==> config.mk <==
export PLATFORM = sky130hd
export DESIGN_NAME = humidity_temp_frame_decoder_top
export DESIGN_NICKNAME = d
export VERILOG_FILES = /design/src/rtl/htfd_pkg.sv /design/src/rtl/htfd_convert.sv /design/src/rtl/humidity_temp_frame_decoder_top.sv
export VERILOG_INCLUDE_DIRS = /design/src /design/src/rtl
export SDC_FILE = /design/constraint.sdc
export NUM_CORES = 1
export LEC_CHECK = 0
export BUFFER_PORTS_ARGS = -buffer_cell sky130_fd_sc_hd__buf_4
export CAP_MARGIN = 5
export CORE_ASPECT_RATIO = 1.75
export CORE_MARGIN = 1
export CORE_UTILIZATION = 50
export DETAILED_ROUTE_END_ITERATION = 16
export GPL_ROUTABILITY_DRIVEN = 0
export PLACE_DENSITY = 0.79
export SLEW_MARGIN = 0
export SYNTH_ARGS = -nofsm -noshare
export SYNTH_HDL_FRONTEND = slang
export SYNTH_SLANG_ARGS = --single-unit
==> constraint.sdc <==
create_clock -name clk -period 10.05 [get_ports clk]
set_input_delay 0.5025 -clock clk [delete_from_list [all_inputs] [get_ports clk]]
set_output_delay 0.5025 -clock clk [all_outputs]
set_load 0.005 [all_outputs]
==> src/rtl/assert_macros.svh <==
// Assertion macros shared by the frame decoder RTL.
// Expects signals named clk and rst_n in the scope of use.
`ifndef ASSERT_MACROS_SVH
`define ASSERT_MACROS_SVH

// Same-cycle implication, disabled during reset.
`define HTFD_ASSERT_IMPL(label, ante, cons) \
    label: assert property (@(posedge clk) disable iff (!rst_n) (ante) |-> (cons)) \
        else $error("frame decoder assertion failed");

// Next-cycle implication, disabled during reset.
`define HTFD_ASSERT_NEXT(label, ante, cons) \
    label: assert property (@(posedge clk) disable iff (!rst_n) (ante) |=> (cons)) \
        else $error("frame decoder assertion failed");

`endif

==> src/rtl/htfd_pkg.sv <==
// Package for the humidity/temperature frame decoder: types, constants, CRC-8 step.
// No dependencies.
`timescale 1ns / 1ps
`default_nettype none

package htfd_pkg;

    localparam int PROD_W = 27;

    localparam logic [7:0]        CRC_INIT        = 8'hFF;
    localparam logic [7:0]        CRC_POLY        = 8'h31;
    localparam logic [10:0]       TEMP_SCALE      = 11'd1750;
    localparam logic [10:0]       HUMI_SCALE      = 11'd1000;
    localparam logic [PROD_W-1:0] TEMP_OFFSET_NUM = 27'd29490750;
    localparam logic signed [11:0] TEMP_OFFSET    = 12'sd450;
    localparam logic signed [11:0] TEMP_MIN       = -12'sd450;
    localparam logic signed [11:0] TEMP_MAX       = 12'sd1300;
    localparam logic [9:0]        HUMI_MAX        = 10'd1000;

    typedef enum logic [2:0] {
        POS_T_HI  = 3'd0,
        POS_T_LO  = 3'd1,
        POS_T_CRC = 3'd2,
        POS_H_HI  = 3'd3,
        POS_H_LO  = 3'd4,
        POS_H_CRC = 3'd5
    } pos_t;

    typedef enum logic [1:0] {
        STATUS_OK        = 2'd0,
        STATUS_TEMP_FAIL = 2'd1,
        STATUS_HUMI_FAIL = 2'd2
    } status_t;

    typedef struct packed {
        logic signed [11:0] temp_tenths;
        logic [9:0]         humi_tenths;
    } conv_t;

    function automatic logic [7:0] crc_feed(input logic [7:0] crc, input logic [7:0] b);
        logic [7:0] c;
        c = crc ^ b;
        for (int i = 0; i < 8; i++)
        begin
            if (c[7])
            begin
                c = {c[6:0], 1'b0} ^ CRC_POLY;
            end
            else
            begin
                c = {c[6:0], 1'b0};
            end
        end
        return c;
    endfunction

endpackage

`default_nettype wire

==> src/rtl/htfd_convert.sv <==
// Scaled-product to tenths conversion: divide by full scale, offset temperature.
// Depends on htfd_pkg.
`timescale 1ns / 1ps
`default_nettype none

module htfd_convert (
    input  wire logic [htfd_pkg::PROD_W-1:0] product,
    output htfd_pkg::conv_t                  conv
);
    import htfd_pkg::*;

    logic [PROD_W:0]    sum;
    logic [10:0]        quot;
    logic [PROD_W-1:0]  back;
    logic               rem_nz;
    logic               neg;
    logic signed [11:0] quot_s;

    always_comb
    begin
        // floor(t / 65535) = (t + (t >> 16) + 1) >> 16 over this range
        sum    = {1'b0, product} + (PROD_W+1)'(product >> 16) + (PROD_W+1)'(1);
        quot   = sum[PROD_W-1:16];
        back   = {quot, 16'b0} - PROD_W'(quot);
        rem_nz = (product != back);
        neg    = (product < TEMP_OFFSET_NUM);
        quot_s = signed'(12'(quot));
        // truncate toward zero for negative results
        conv.temp_tenths = quot_s - TEMP_OFFSET + ((neg && rem_nz) ? 12'sd1 : 12'sd0);
        conv.humi_tenths = quot[9:0];
    end

endmodule

`default_nettype wire

==> src/rtl/humidity_temp_frame_decoder_top.sv <==
// The result is presented in the cycle after the sixth beat of a reply is accepted.
// Throughput: one input beat per cycle; input stalls only while a result is held and
// the output is stalled (single output register between the two sides).
// Conversion runs off a product registered on the low data byte, finished on the CRC byte.
// Reset: all but the output payload clears; byte position returns to the first byte.
// Depends on htfd_pkg, htfd_convert and assert_macros.svh.
`timescale 1ns / 1ps
`default_nettype none
`include "assert_macros.svh"

module humidity_temp_frame_decoder_top (
    input  wire logic        clk,
    input  wire logic        rst_n,
    input  wire logic        in_valid,
    output logic             in_stall,
    input  wire logic [7:0]  data_byte,
    input  wire logic        frame_start,
    output logic             out_valid,
    input  wire logic        out_stall,
    output logic [1:0]       status,
    output logic signed [11:0] temperature_tenths,
    output logic [9:0]       humidity_tenths
);
    import htfd_pkg::*;

    pos_t               pos_reg, pos_next, pos_cur;
    logic [7:0]         crc_reg, crc_next;
    logic [7:0]         hold_reg, hold_next;
    logic [PROD_W-1:0]  prod_reg, prod_next;
    logic               temp_failed_reg, temp_failed_next;
    logic signed [11:0] saved_temp_reg, saved_temp_next;
    logic [9:0]         saved_humi_reg, saved_humi_next;
    logic               out_valid_reg, out_valid_next;
    status_t            status_reg, status_next;
    logic signed [11:0] out_temp_reg;
    logic [9:0]         out_humi_reg;

    logic               accept;
    logic               emit;
    logic               crc_match;
    logic [10:0]        scale;
    conv_t              conv;

    assign in_stall = out_valid_reg && out_stall;
    assign accept   = in_valid && !in_stall;
    assign pos_cur  = frame_start ? POS_T_HI : pos_reg;
    assign crc_match = (crc_reg == data_byte);

    htfd_convert u_convert (
        .product (prod_reg),
        .conv    (conv)
    );

    // next byte position
    always_comb
    begin
        pos_next = pos_reg;
        if (accept)
        begin
            case (pos_cur)
                POS_T_HI:  pos_next = POS_T_LO;
                POS_T_LO:  pos_next = POS_T_CRC;
                POS_T_CRC: pos_next = POS_H_HI;
                POS_H_HI:  pos_next = POS_H_LO;
                POS_H_LO:  pos_next = POS_H_CRC;
                default:   pos_next = POS_T_HI;
            endcase
        end
    end

    // datapath and result
    always_comb
    begin
        crc_next         = crc_reg;
        hold_next        = hold_reg;
        prod_next        = prod_reg;
        temp_failed_next = temp_failed_reg;
        saved_temp_next  = saved_temp_reg;
        saved_humi_next  = saved_humi_reg;
        status_next      = status_reg;
        emit             = 1'b0;
        scale            = (pos_cur == POS_T_LO) ? TEMP_SCALE : HUMI_SCALE;
        if (accept)
        begin
            case (pos_cur)
                POS_T_HI, POS_H_HI:
                begin
                    crc_next  = crc_feed(CRC_INIT, data_byte);
                    hold_next = data_byte;
                end
                POS_T_LO, POS_H_LO:
                begin
                    crc_next  = crc_feed(crc_reg, data_byte);
                    prod_next = PROD_W'({hold_reg, data_byte}) * PROD_W'(scale);
                end
                POS_T_CRC:
                begin
                    temp_failed_next = !crc_match;
                    if (crc_match)
                    begin
                        saved_temp_next = conv.temp_tenths;
                    end
                end
                default:
                begin
                    emit = 1'b1;
                    if (temp_failed_reg)
                    begin
                        status_next = STATUS_TEMP_FAIL;
                    end
                    else if (!crc_match)
                    begin
                        status_next = STATUS_HUMI_FAIL;
                    end
                    else
                    begin
                        status_next     = STATUS_OK;
                        saved_humi_next = conv.humi_tenths;
                    end
                end
            endcase
        end
        out_valid_next = emit || (out_valid_reg && out_stall);
    end

    always_ff @(posedge clk or negedge rst_n)
    begin
        if (!rst_n)
        begin
            pos_reg         <= POS_T_HI;
            crc_reg         <= CRC_INIT;
            hold_reg        <= '0;
            prod_reg        <= '0;
            temp_failed_reg <= 1'b0;
            saved_temp_reg  <= '0;
            saved_humi_reg  <= '0;
            out_valid_reg   <= 1'b0;
            status_reg      <= STATUS_OK;
        end
        else
        begin
            pos_reg         <= pos_next;
            crc_reg         <= crc_next;
            hold_reg        <= hold_next;
            prod_reg        <= prod_next;
            temp_failed_reg <= temp_failed_next;
            saved_temp_reg  <= saved_temp_next;
            saved_humi_reg  <= saved_humi_next;
            out_valid_reg   <= out_valid_next;
            status_reg      <= status_next;
        end
    end

    // hold result payload until a new one is emitted
    always_ff @(posedge clk)
    begin
        if (emit)
        begin
            out_temp_reg <= saved_temp_next;
            out_humi_reg <= saved_humi_next;
        end
    end

    assign out_valid          = out_valid_reg;
    assign status             = status_reg;
    assign temperature_tenths = out_temp_reg;
    assign humidity_tenths    = out_humi_reg;

    `HTFD_ASSERT_NEXT(a_last_beat_emits, accept && !frame_start && pos_reg == POS_H_CRC, out_valid)
    `HTFD_ASSERT_NEXT(a_start_advances, accept && frame_start, pos_reg == POS_T_LO)
    `HTFD_ASSERT_IMPL(a_ranges, out_valid,
        temperature_tenths >= TEMP_MIN && temperature_tenths <= TEMP_MAX
        && humidity_tenths <= HUMI_MAX)

endmodule

`default_nettype wire

==> results of run 1 <==
critical path, cell delays in order, from the launching register on:
cell and delay, ns:
dfrtp_1 0.49, nor2b_1 0.50, nand2_1 0.48, and2_1 0.37, or2_2 0.29, ha_1 0.28, inv_1 0.05, fa_1 0.49
inv_1 0.05, fa_1 0.46, fa_1 0.52, fa_1 0.49, ha_1 0.35, a21oi_1 0.17, a2bb2oi_1 0.24, a21oi_1 0.13
a2111oi_0 0.55, nor3_1 0.16, nor3_1 0.26, o31ai_1 0.12, xnor2_1 0.13, o21ai_0 0.17
through the flow:
step / instance area, um2 / setup WS [ns] / cells / hold WS, ns / util
detailed placement: 10000 / 3.21 / 1207 / 0.477 / 0.537
floorplan: 9610 / 3.89 / 975 / 0.207 / -
global route: 10400 / 2.64 / 1224 / 0.340 / 0.555
finish: 10400 / 3.18 / 1224 / 0.255 / 0.555
global placement: 10000 / 3.38 / 1207 / 0.462 / 0.537
CTS: 10300 / 3.19 / 1223 / 0.315 / 0.555
cells in the final DEF (no fill, tap or decap), types with 5 or more instances in the layout:
| cell type | instances |
|---|---|
| nand2_1 | 81 |
| and3_1 | 14 |
| ha_1 | 97 |
| nor2b_1 | 5 |
| nor3_1 | 24 |
| xnor2_1 | 57 |
| inv_1 | 105 |
| nand3_1 | 18 |
| o211ai_1 | 8 |
| buf_4 | 40 |
| dfstp_2 | 8 |
| o31ai_1 | 6 |
| a21o_1 | 8 |
| edfxtp_1 | 22 |
| o21a_1 | 5 |
| fa_1 | 97 |
| clkbuf_16 | 9 |
| nor2_1 | 47 |
| or2_2 | 13 |
| o21ai_0 | 61 |
| mux2_2 | 18 |
| dfrtp_1 | 63 |
| o21bai_1 | 5 |
| a21oi_1 | 42 |
| and2_1 | 13 |
| xor2_1 | 32 |
| or3_1 | 6 |
layer usage:
metal  vias up  wire length [um]
met5         -                 0
met4         0              1330
met3        87               851
met2       222             12400
met1      3491              7660
li1       3306                 -
cells by family after synthesis:
kind of cell	count (synthesis)	synth area share
and+or+nand+nor	244	0.127
adders and majority gates	194	0.328
AOI/OAI and AO/OA	182	0.124
buffers and inverters	151	0.0599
DFF	93	0.255
xor gates and xnor gates	90	0.0835
muxes	19	0.0221
other	1	0.000390
worst max path at each step:
| stage | start | to | slack, ns | depth (start not counted) |
|---|---|---|---|---|
| 2_1_floorplan | frame_start | prod_reg[26]$_DFFE_PN0P_ | 3.89 | 24 |
| 3_3_place_gp | frame_start | prod_reg[26]$_DFFE_PN0P_ | 3.38 | 19 |
| 3_5_place_dp | frame_start | prod_reg[26]$_DFFE_PN0P_ | 3.21 | 22 |
| 4_1_cts | pos_reg[0]$_DFFE_PN0P_ | prod_reg[26]$_DFFE_PN0P_ | 3.19 | 21 |
| 5_1_grt | pos_reg[0]$_DFFE_PN0P_ | prod_reg[26]$_DFFE_PN0P_ | 2.64 | 21 |
| 6_report | pos_reg[0]$_DFFE_PN0P_ | prod_reg[26]$_DFFE_PN0P_ | 3.18 | 21 |
cell type report:
cell class,instances,share of cell area
Multi-Input combinational cell,731,0.636
Sequential cell,93,0.236
Inverter,105,0.0381
Timing Repair Buffer,41,0.0295
Tap cell,238,0.0288
Clock buffer,9,0.0217
Clock inverter,7,0.00918
==> impl_metrics.csv, run 1 <==
group,metric,value,unit
worst_setup_path,r2r-start,"pos_reg[0]$_DFFE_PN0P_",
synthesis,synth-edff-count,22,
clocking,cts_buffer_depth,2,
synthesis,ys_top_cells_by_area,"fa_1 (20%), dfrtp_1 (16%), ha_1 (13%)",
synthesis,synth.top_cell.area_share,0.202,
global_route,track_usage,0.241,
synthesis,yosys_warnings,0,
worst_setup_path,start_kind,"flip-flop",
global_route,grt_max_degree,72,
worst_setup_path,r2r_cells,21,
timing,min_period,6.87,ns
final_layout,layout-drive-gt1-share,0.114,
global_route,grt_pass1_vias,7291,
detailed_routing,drtPass1Iterations,5,
synthesis,netlist_instances,974,
timing,rsz0062_at_grt,"no",
detailed_routing,drc,0,
global_route,grt-busiest-layer,"met2",
clocking,htree_levels,3,
detailed_routing,vias,7106,
placed_design,place_hpwl,18200,um
synthesis,syn-cell-area,0.00961,mm2
global_route,globalRouteMet3Util,0.0373,
clocking,clkLatencyLatePin,0.36,ns
worst_setup_path,cp_data_arrival_time,7.14,ns
timing,fin_skew,0.0125,ns
worst_setup_path,path_max_fanout,21,
detailed_routing,via_per_inst,5.81,
worst_hold_path,min_path_type,"in2async",
timing,slew_violations,0,
detailed_routing,drtIter0Drc,332,
synthesis,yosys.area.top_type,"fa_1",
final_layout,diodes,0,
final_layout,area_growth_syn_to_layout,7.76,%
timing,hold_viol,0,
die,io_pins,39,
clocking,cts_root_buf,"clkbuf_16",
die,num_rows,66,
final_layout,largest_reg_flops,26,
die,fp.dieW,107,um
run_status,status,"complete, no violations",
die,start_util,0.515,
worst_setup_path,r2r_setup_slack,3.18,ns
timing,finalSetupTns,0,ns
synthesis,syn_avg_cell_area,9.87,um2
die,core_area,0.0187,mm2
detailed_routing,wl_per_cell,18.2,um
detailed_routing,ant_nets,0,
synthesis,synth_common_cells,"inv_1 (105), fa_1 (97), ha_1 (97)",
worst_setup_path,worstSetupEndpointType,"flip-flop",
timing,finalSetupViolCount,0,
run,drv_cap,0,
final_layout,fin_nets,1188,
clocking,cts_tree,"yes",
placed_design,port_buffers,38,
clocking,cts.reportedPaths.clkPinSlew,0.07,ns
synthesis,synth.distinct_cells,70,
die,dieArea,0.0198,mm2
final_layout,nFillCells,1630,
worst_setup_path,crit_type,"reg2reg",
clocking,cts.sinks,93,
synthesis,yosys_register_bits,93,
clocking,cts_resized,0,
global_route,antenna_found_initial,0,
final_layout,multi_input_area,0.00659,mm2
synthesis,ys_seq_area_frac,0.255,
worst_setup_path,r2r_end,"prod_reg[26]$_DFFE_PN0P_",
timing,relSlewSlack,0.314,
timing,fmax,0.145,GHz
synthesis,ys.flop_type,"dfrtp_1",
clocking,cts_buffers,9,
detailed_routing,wl,22200,um
global_route,grt_overflow,0,
final_layout,seq_area,0.00245,mm2
timing,tightest_slew,1.02,ns
synthesis,yosysMostFrequentCell,"inv_1",
clocking,post_cts_buffers,0,
synthesis,async_reset_ff_frac,0.763,
clocking,cts_hold_buf,0,
timing,fin_crit_sh,0.684,
global_route,use_met1,0.245,
worst_setup_path,required,10.31,ns
global_route,grt_use_met2,0.451,
global_route,grt_pass1_wl,36000,um
die,die_h,185,um
Power of run 1 is left out: the tool's default activity adds up to more than one toggle a clock period on the data nets, which glitch-free logic cannot reach.
==> run 2, diff against run 1 <==
--- a/config.mk
+++ b/config.mk
@@ -6,6 +6,7 @@
 export SDC_FILE = /design/constraint.sdc
 export NUM_CORES = 1
 export LEC_CHECK = 0
+export ABC_AREA = 1
 export BUFFER_PORTS_ARGS = -buffer_cell sky130_fd_sc_hd__buf_4
 export CAP_MARGIN = 5
 export CORE_ASPECT_RATIO = 1.75
@@ -13,7 +14,7 @@
 export CORE_UTILIZATION = 50
 export DETAILED_ROUTE_END_ITERATION = 16
 export GPL_ROUTABILITY_DRIVEN = 0
-export PLACE_DENSITY = 0.79
+export PLACE_DENSITY = 0.81
 export SLEW_MARGIN = 0
 export SYNTH_ARGS = -nofsm -noshare
 export SYNTH_HDL_FRONTEND = slang
==> constraint.sdc (replaced) <==
create_clock -name clk -period 6.25 [get_ports clk]
set_input_delay 0.3125 -clock clk [delete_from_list [all_inputs] [get_ports clk]]
set_output_delay 0.3125 -clock clk [all_outputs]
set_load 0.005 [all_outputs]
==> impl_metrics.csv, run 2 <==
group,metric,value,unit
clocking,cts.sinks,93,
clocking,clkLatencyLatePin,0.37,ns
worst_hold_path,min_path_type,"in2async",
synthesis,yosys_warnings,0,
synthesis,async_reset_ff_frac,0.763,
worst_setup_path,crit_type,"reg2reg",
die,die_h,190,um
global_route,globalRouteMet3Util,0.0401,
detailed_routing,wl_per_cell,17.0,um
global_route,grt_max_degree,72,
clocking,cts_root_buf,"clkbuf_16",
detailed_routing,drtPass1Iterations,8,
synthesis,syn_avg_cell_area,8.24,um2
timing,hold_viol,0,
timing,finalSetupViolCount,0,
worst_setup_path,path_max_fanout,19,
run_status,status,"complete, no violations",
clocking,cts_buffers,9,
synthesis,yosysMostFrequentCell,"nand2_1",
global_route,grt_use_met2,0.483,
worst_setup_path,cp_data_arrival_time,6.15,ns
timing,finalSetupTns,0,ns
die,fp.dieW,109,um
timing,min_period,5.88,ns
die,io_pins,39,
global_route,use_met1,0.258,
detailed_routing,drc,0,
synthesis,synth-edff-count,22,
detailed_routing,ant_nets,0,
clocking,cts_buffer_depth,2,
synthesis,ys.flop_type,"dfrtp_1",
worst_setup_path,start_kind,"flip-flop",
timing,holdWs,0.0962,ns
die,num_rows,68,
final_layout,final_common_cell,"nand2_1",
timing,tightest_slew,1.23,ns
final_layout,seq_area,0.00245,mm2
clocking,post_cts_buffers,0,
synthesis,syn-cell-area,0.0101,mm2
die,core_area,0.0197,mm2
timing,relSlewSlack,0.182,
synthesis,ys_seq_area_frac,0.242,
synthesis,yosys_register_bits,93,
final_layout,diodes,0,
detailed_routing,wl,25800,um
final_layout,layout_common_cells,"nand2_1 (248), inv_1 (204), nor2_1 (100)",
worst_setup_path,required,6.52,ns
synthesis,ys_top_cells_by_area,"fa_1 (19%), dfrtp_1 (16%), ha_1 (12%)",
global_route,grt_overflow,0,
global_route,grt_pass1_vias,9064,
global_route,antenna_found_initial,0,
final_layout,fin_nets,1469,
final_layout,area_growth_syn_to_layout,8.93,%
clocking,cts_hold_buf,0,
timing,rsz0062_at_grt,"no",
final_layout,largest_reg_flops,26,
synthesis,netlist_instances,1225,
final_layout,multi_input_area,0.00679,mm2
synthesis,synth.top_cell.area_share,0.192,
clocking,cts_tree,"yes",
synthesis,synth_common_cells,"nand2_1 (248), inv_1 (204), nor2_1 (104)",
placed_design,place_hpwl,20900,um
timing,fmax,0.170,GHz
timing,fin_crit_sh,0.940,
run,drv_cap,0,
detailed_routing,drtIter0Drc,540,
placed_design,port_buffers,38,
clocking,htree_levels,3,
die,dieArea,0.0208,mm2
detailed_routing,vias,8274,
global_route,track_usage,0.268,
global_route,grt_pass1_wl,42300,um
synthesis,yosys.area.top_type,"fa_1",
detailed_routing,via_per_inst,5.47,
worst_setup_path,worstSetupEndpointType,"flip-flop",
timing,fin_skew,0.0153,ns
synthesis,synth.distinct_cells,49,
timing,slew_violations,0,
global_route,grt-busiest-layer,"met2",
final_layout,finish.utilization,0.557,
clocking,cts.reportedPaths.clkPinSlew,0.08,ns
final_layout,nFillCells,1749,
die,start_util,0.512,
final_layout,layout-drive-gt1-share,0.115,
[run 2: final cells by class]
cell class,instances,area share
Multi-Input combinational cell,897,0.618
Timing Repair Buffer,49,0.0334
Clock buffer,9,0.0205
Inverter,212,0.0723
Clock inverter,7,0.00580
Sequential cell,93,0.222
Tap cell,245,0.0279
[run 2: kinds of logic (layout without fill, tap and decap cells)]
logic type | count (synthesis) | in the layout | share of synthesized area
adder cells (fa/ha/maj) | 194 | 194 | 0.312
buffers and inverters | 236 | 277 | 0.0880
XOR/XNOR | 53 | 53 | 0.0473
AO/OA/AOI/OAI | 147 | 147 | 0.0807
multiplexers | 6 | 6 | 0.00595
other | 1 | 2 | 0.000371
flip-flops | 93 | 93 | 0.242
AND/OR/NAND/NOR | 495 | 495 | 0.223
[run 2: worst max-delay path, cell delays in order (launching register included)]
cell	delay (ns)
dfrtp_1	0.39
inv_1	0.07
nor2_1	0.15
nand2_1	0.09
nor2_1	0.16
buf_4	0.28
nor2_1	0.11
fa_1	0.50
inv_1	0.06
fa_1	0.53
fa_1	0.57
inv_1	0.06
fa_1	0.50
fa_1	0.49
ha_1	0.39
nand2_1	0.10
nor2_1	0.16
a21oi_1	0.12
o21ai_1	0.32
inv_1	0.08
o21ai_1	0.21
a21oi_1	0.11
xor2_1	0.16
o21ai_0	0.15
[run 2: timing repair]
action                                  CTS  global route
endpoints found under the hold margin     0             0
endpoints found under the setup margin    0            11
resized for setup                         0            11
[run 2: per-layer routing]
| layer | wire [um] | part of all wire |
|---|---|---|
| met1 | 8840 | 0.34 |
| met2 | 13700 | 0.53 |
| met3 | 899 | 0.035 |
| met4 | 2340 | 0.091 |
| met5 | 0 | 0 |
[run 2: worst paths after layout]
| kind | startpoint | endpoint | slack, ns | cells past startpoint |
|---|---|---|---|---|
| worst max-delay path | pos_reg[0]$_DFFE_PN0P_ | prod_reg[22]$_DFFE_PN0P_ | 0.37 | 23 |
| worst min-delay path | rst_n | saved_temp_reg[7]$_DFF_PN0_ | 0.1 | 1 |
| worst max register to register | pos_reg[0]$_DFFE_PN0P_ | prod_reg[22]$_DFFE_PN0P_ | 0.37 | 23 |
| worst min register to register | crc_reg[7]$_DFFE_PN1P_ | crc_reg[7]$_DFFE_PN1P_ | 0.48 | 2 |
| max in group asynchronous | rst_n | saved_humi_reg[4]$_DFF_PN0_ | 5.54 | 1 |
| min in group clk | out_stall | out_valid$_DFF_PN0_ | 0.20 | 3 |
[run 2: metrics by stage]
step	cell area, um2	setup WS, ns	instances
after detailed placement	10700	0.228	1496
final	11000	0.374	1512
after floorplan	10100	0.594	1226
after global placement	10700	0.378	1496
after CTS	11000	0.176	1512
after global routing	11000	0.0382	1512
Power of run 2 is left out for the same reason.
==> run 3, diff against run 2 <==
--- a/config.mk
+++ b/config.mk
@@ -9,7 +9,6 @@
 export ABC_AREA = 1
 export BUFFER_PORTS_ARGS = -buffer_cell sky130_fd_sc_hd__buf_4
 export CAP_MARGIN = 5
-export CORE_ASPECT_RATIO = 1.75
 export CORE_MARGIN = 1
 export CORE_UTILIZATION = 50
 export DETAILED_ROUTE_END_ITERATION = 16
==> impl_metrics.csv, run 3 (same netlist as run 2, synthesis figures left out) <==
group,metric,value,unit
die,num_rows,51,
timing,fin_skew,0.0150,ns
global_route,antenna_found_initial,0,
final_layout,layout-drive-gt1-share,0.111,
timing,relSlewSlack,0.242,
clocking,cts_root_buf,"clkbuf_16",
worst_hold_path,min_path_type,"in2async",
final_layout,diodes,0,
timing,finalSetupTns,0,ns
worst_setup_path,worstSetupEndpointType,"flip-flop",
clocking,cts.reportedPaths.clkPinSlew,0.09,ns
timing,fin_crit_sh,0.932,
die,fp.dieW,144,um
run_status,status,"complete, no violations",
worst_setup_path,start_kind,"flip-flop",
die,io_pins,39,
timing,tightest_slew,1.14,ns
final_layout,final_common_cell,"nand2_1",
timing,rsz0062_at_grt,"no",
clocking,cts_hold_buf,0,
detailed_routing,wl,22800,um
final_layout,fin_nets,1468,
global_route,grt_pass1_vias,7825,
global_route,grt_max_degree,72,
worst_setup_path,required,6.54,ns
die,core_area,0.0197,mm2
clocking,cts_buffer_depth,2,
die,die_h,144,um
final_layout,nFillCells,1749,
timing,slew_violations,0,
global_route,grt_pass1_wl,37300,um
die,start_util,0.514,
clocking,cts_buffers,9,
detailed_routing,drtPass1Iterations,6,
detailed_routing,drtIter0Drc,563,
final_layout,layout_common_cells,"nand2_1 (248), inv_1 (204), nor2_1 (100)",
placed_design,place_hpwl,18600,um
clocking,post_cts_buffers,0,
timing,fmax,0.172,GHz
final_layout,largest_reg_flops,26,
worst_setup_path,path_max_fanout,19,
detailed_routing,wl_per_cell,14.9,um
detailed_routing,ant_nets,0,
die,dieArea,0.0208,mm2
clocking,cts.sinks,93,
clocking,htree_levels,3,
placed_design,port_buffers,38,
timing,finalSetupViolCount,0,
worst_setup_path,crit_type,"reg2reg",
final_layout,area_growth_syn_to_layout,9.04,%
detailed_routing,vias,8137,
global_route,grt_overflow,0,
detailed_routing,via_per_inst,5.31,
run,drv_cap,0,
timing,min_period,5.83,ns
clocking,cts_tree,"yes",
detailed_routing,drc,0,
clocking,clkLatencyLatePin,0.37,ns
timing,hold_viol,0,
global_route,track_usage,0.232,
worst_setup_path,cp_data_arrival_time,6.12,ns
==> run 3: cell count changes in the layout (fill, tap and decap cells not counted), sizes merged <==
cell,before,now
buf,49,48
clkinv,1,5
clkinvlp,2,1
inv,216,213
==> run 3: layout make-up <==
cell class	count	area, um2	share of cell area
Tap cell	265	332	0.0301
Timing Repair Buffer	48	360	0.0327
Sequential cell	93	2450	0.222
Clock inverter	7	75.1	0.00682
Inverter	212	796	0.0723
Multi-Input combinational cell	897	6780	0.615
Clock buffer	9	225	0.0205
==> run 3: layer usage <==
metal,track usage,vias to the layer above,wire length (um)
li1,-,3958,-
met1,0.295,3816,9790
met2,0.394,300,10900
met3,0.0351,63,1350
met4,0.0946,0,746
met5,0,-,0
==> run 3: repair_timing <==
item                       4_1_cts  5_1_grt
hold endpoints to repair         0        0
setup endpoints to repair        0        4
gates resized for setup          0        4
==> run 3: stage by stage <==
stage | cells | hold slack [ns] | utilization | setup WS, ns | cell area [um2]
floorplan | 1226 | 0.0169 | - | 0.594 | 10100
global placement | 1515 | 0.457 | 0.545 | 0.516 | 10700
detailed placement | 1515 | 0.467 | 0.545 | 0.291 | 10700
CTS | 1531 | 0.139 | 0.560 | 0.318 | 11000
global route | 1531 | 0.194 | 0.560 | 0.0115 | 11000
finish | 1531 | 0.0766 | 0.560 | 0.425 | 11000
==> run 3: worst max-delay path, cell delays in order, from the launching register on <==
cell	delay (ns)
dfrtp_1	0.37
inv_1	0.06
nor2_1	0.15
nand2_1	0.10
nor2_1	0.15
buf_4	0.27
nor2_1	0.13
or2_2	0.31
ha_1	0.28
inv_1	0.05
fa_1	0.47
fa_1	0.49
inv_1	0.05
fa_1	0.50
fa_1	0.49
ha_1	0.40
nand2_1	0.11
o21ai_0	0.20
inv_1	0.11
o21ai_0	0.35
nand2_1	0.09
nand2_1	0.11
a21oi_1	0.12
or2_2	0.30
a31oi_1	0.12
==> run 3: path summary, 6_finish.rpt <==
check                                             from                          end  slack [ns]  depth (start not counted)
worst max register to register  pos_reg[0]$_DFFE_PN0P_     prod_reg[19]$_DFFE_PN0P_        0.42                         24
worst min register to register  crc_reg[2]$_DFFE_PN1P_       crc_reg[2]$_DFFE_PN1P_        0.48                          2
max in group asynchronous                        rst_n      hold_reg[3]$_DFFE_PN0P_        5.52                          1
worst min-delay path                             rst_n  saved_humi_reg[4]$_DFF_PN0_        0.08                          1
min in group clk                             out_stall          out_valid$_DFF_PN0_        0.19                          3
worst max-delay path            pos_reg[0]$_DFFE_PN0P_     prod_reg[19]$_DFFE_PN0P_        0.42                         24
Power of run 3 is left out for the same reason.
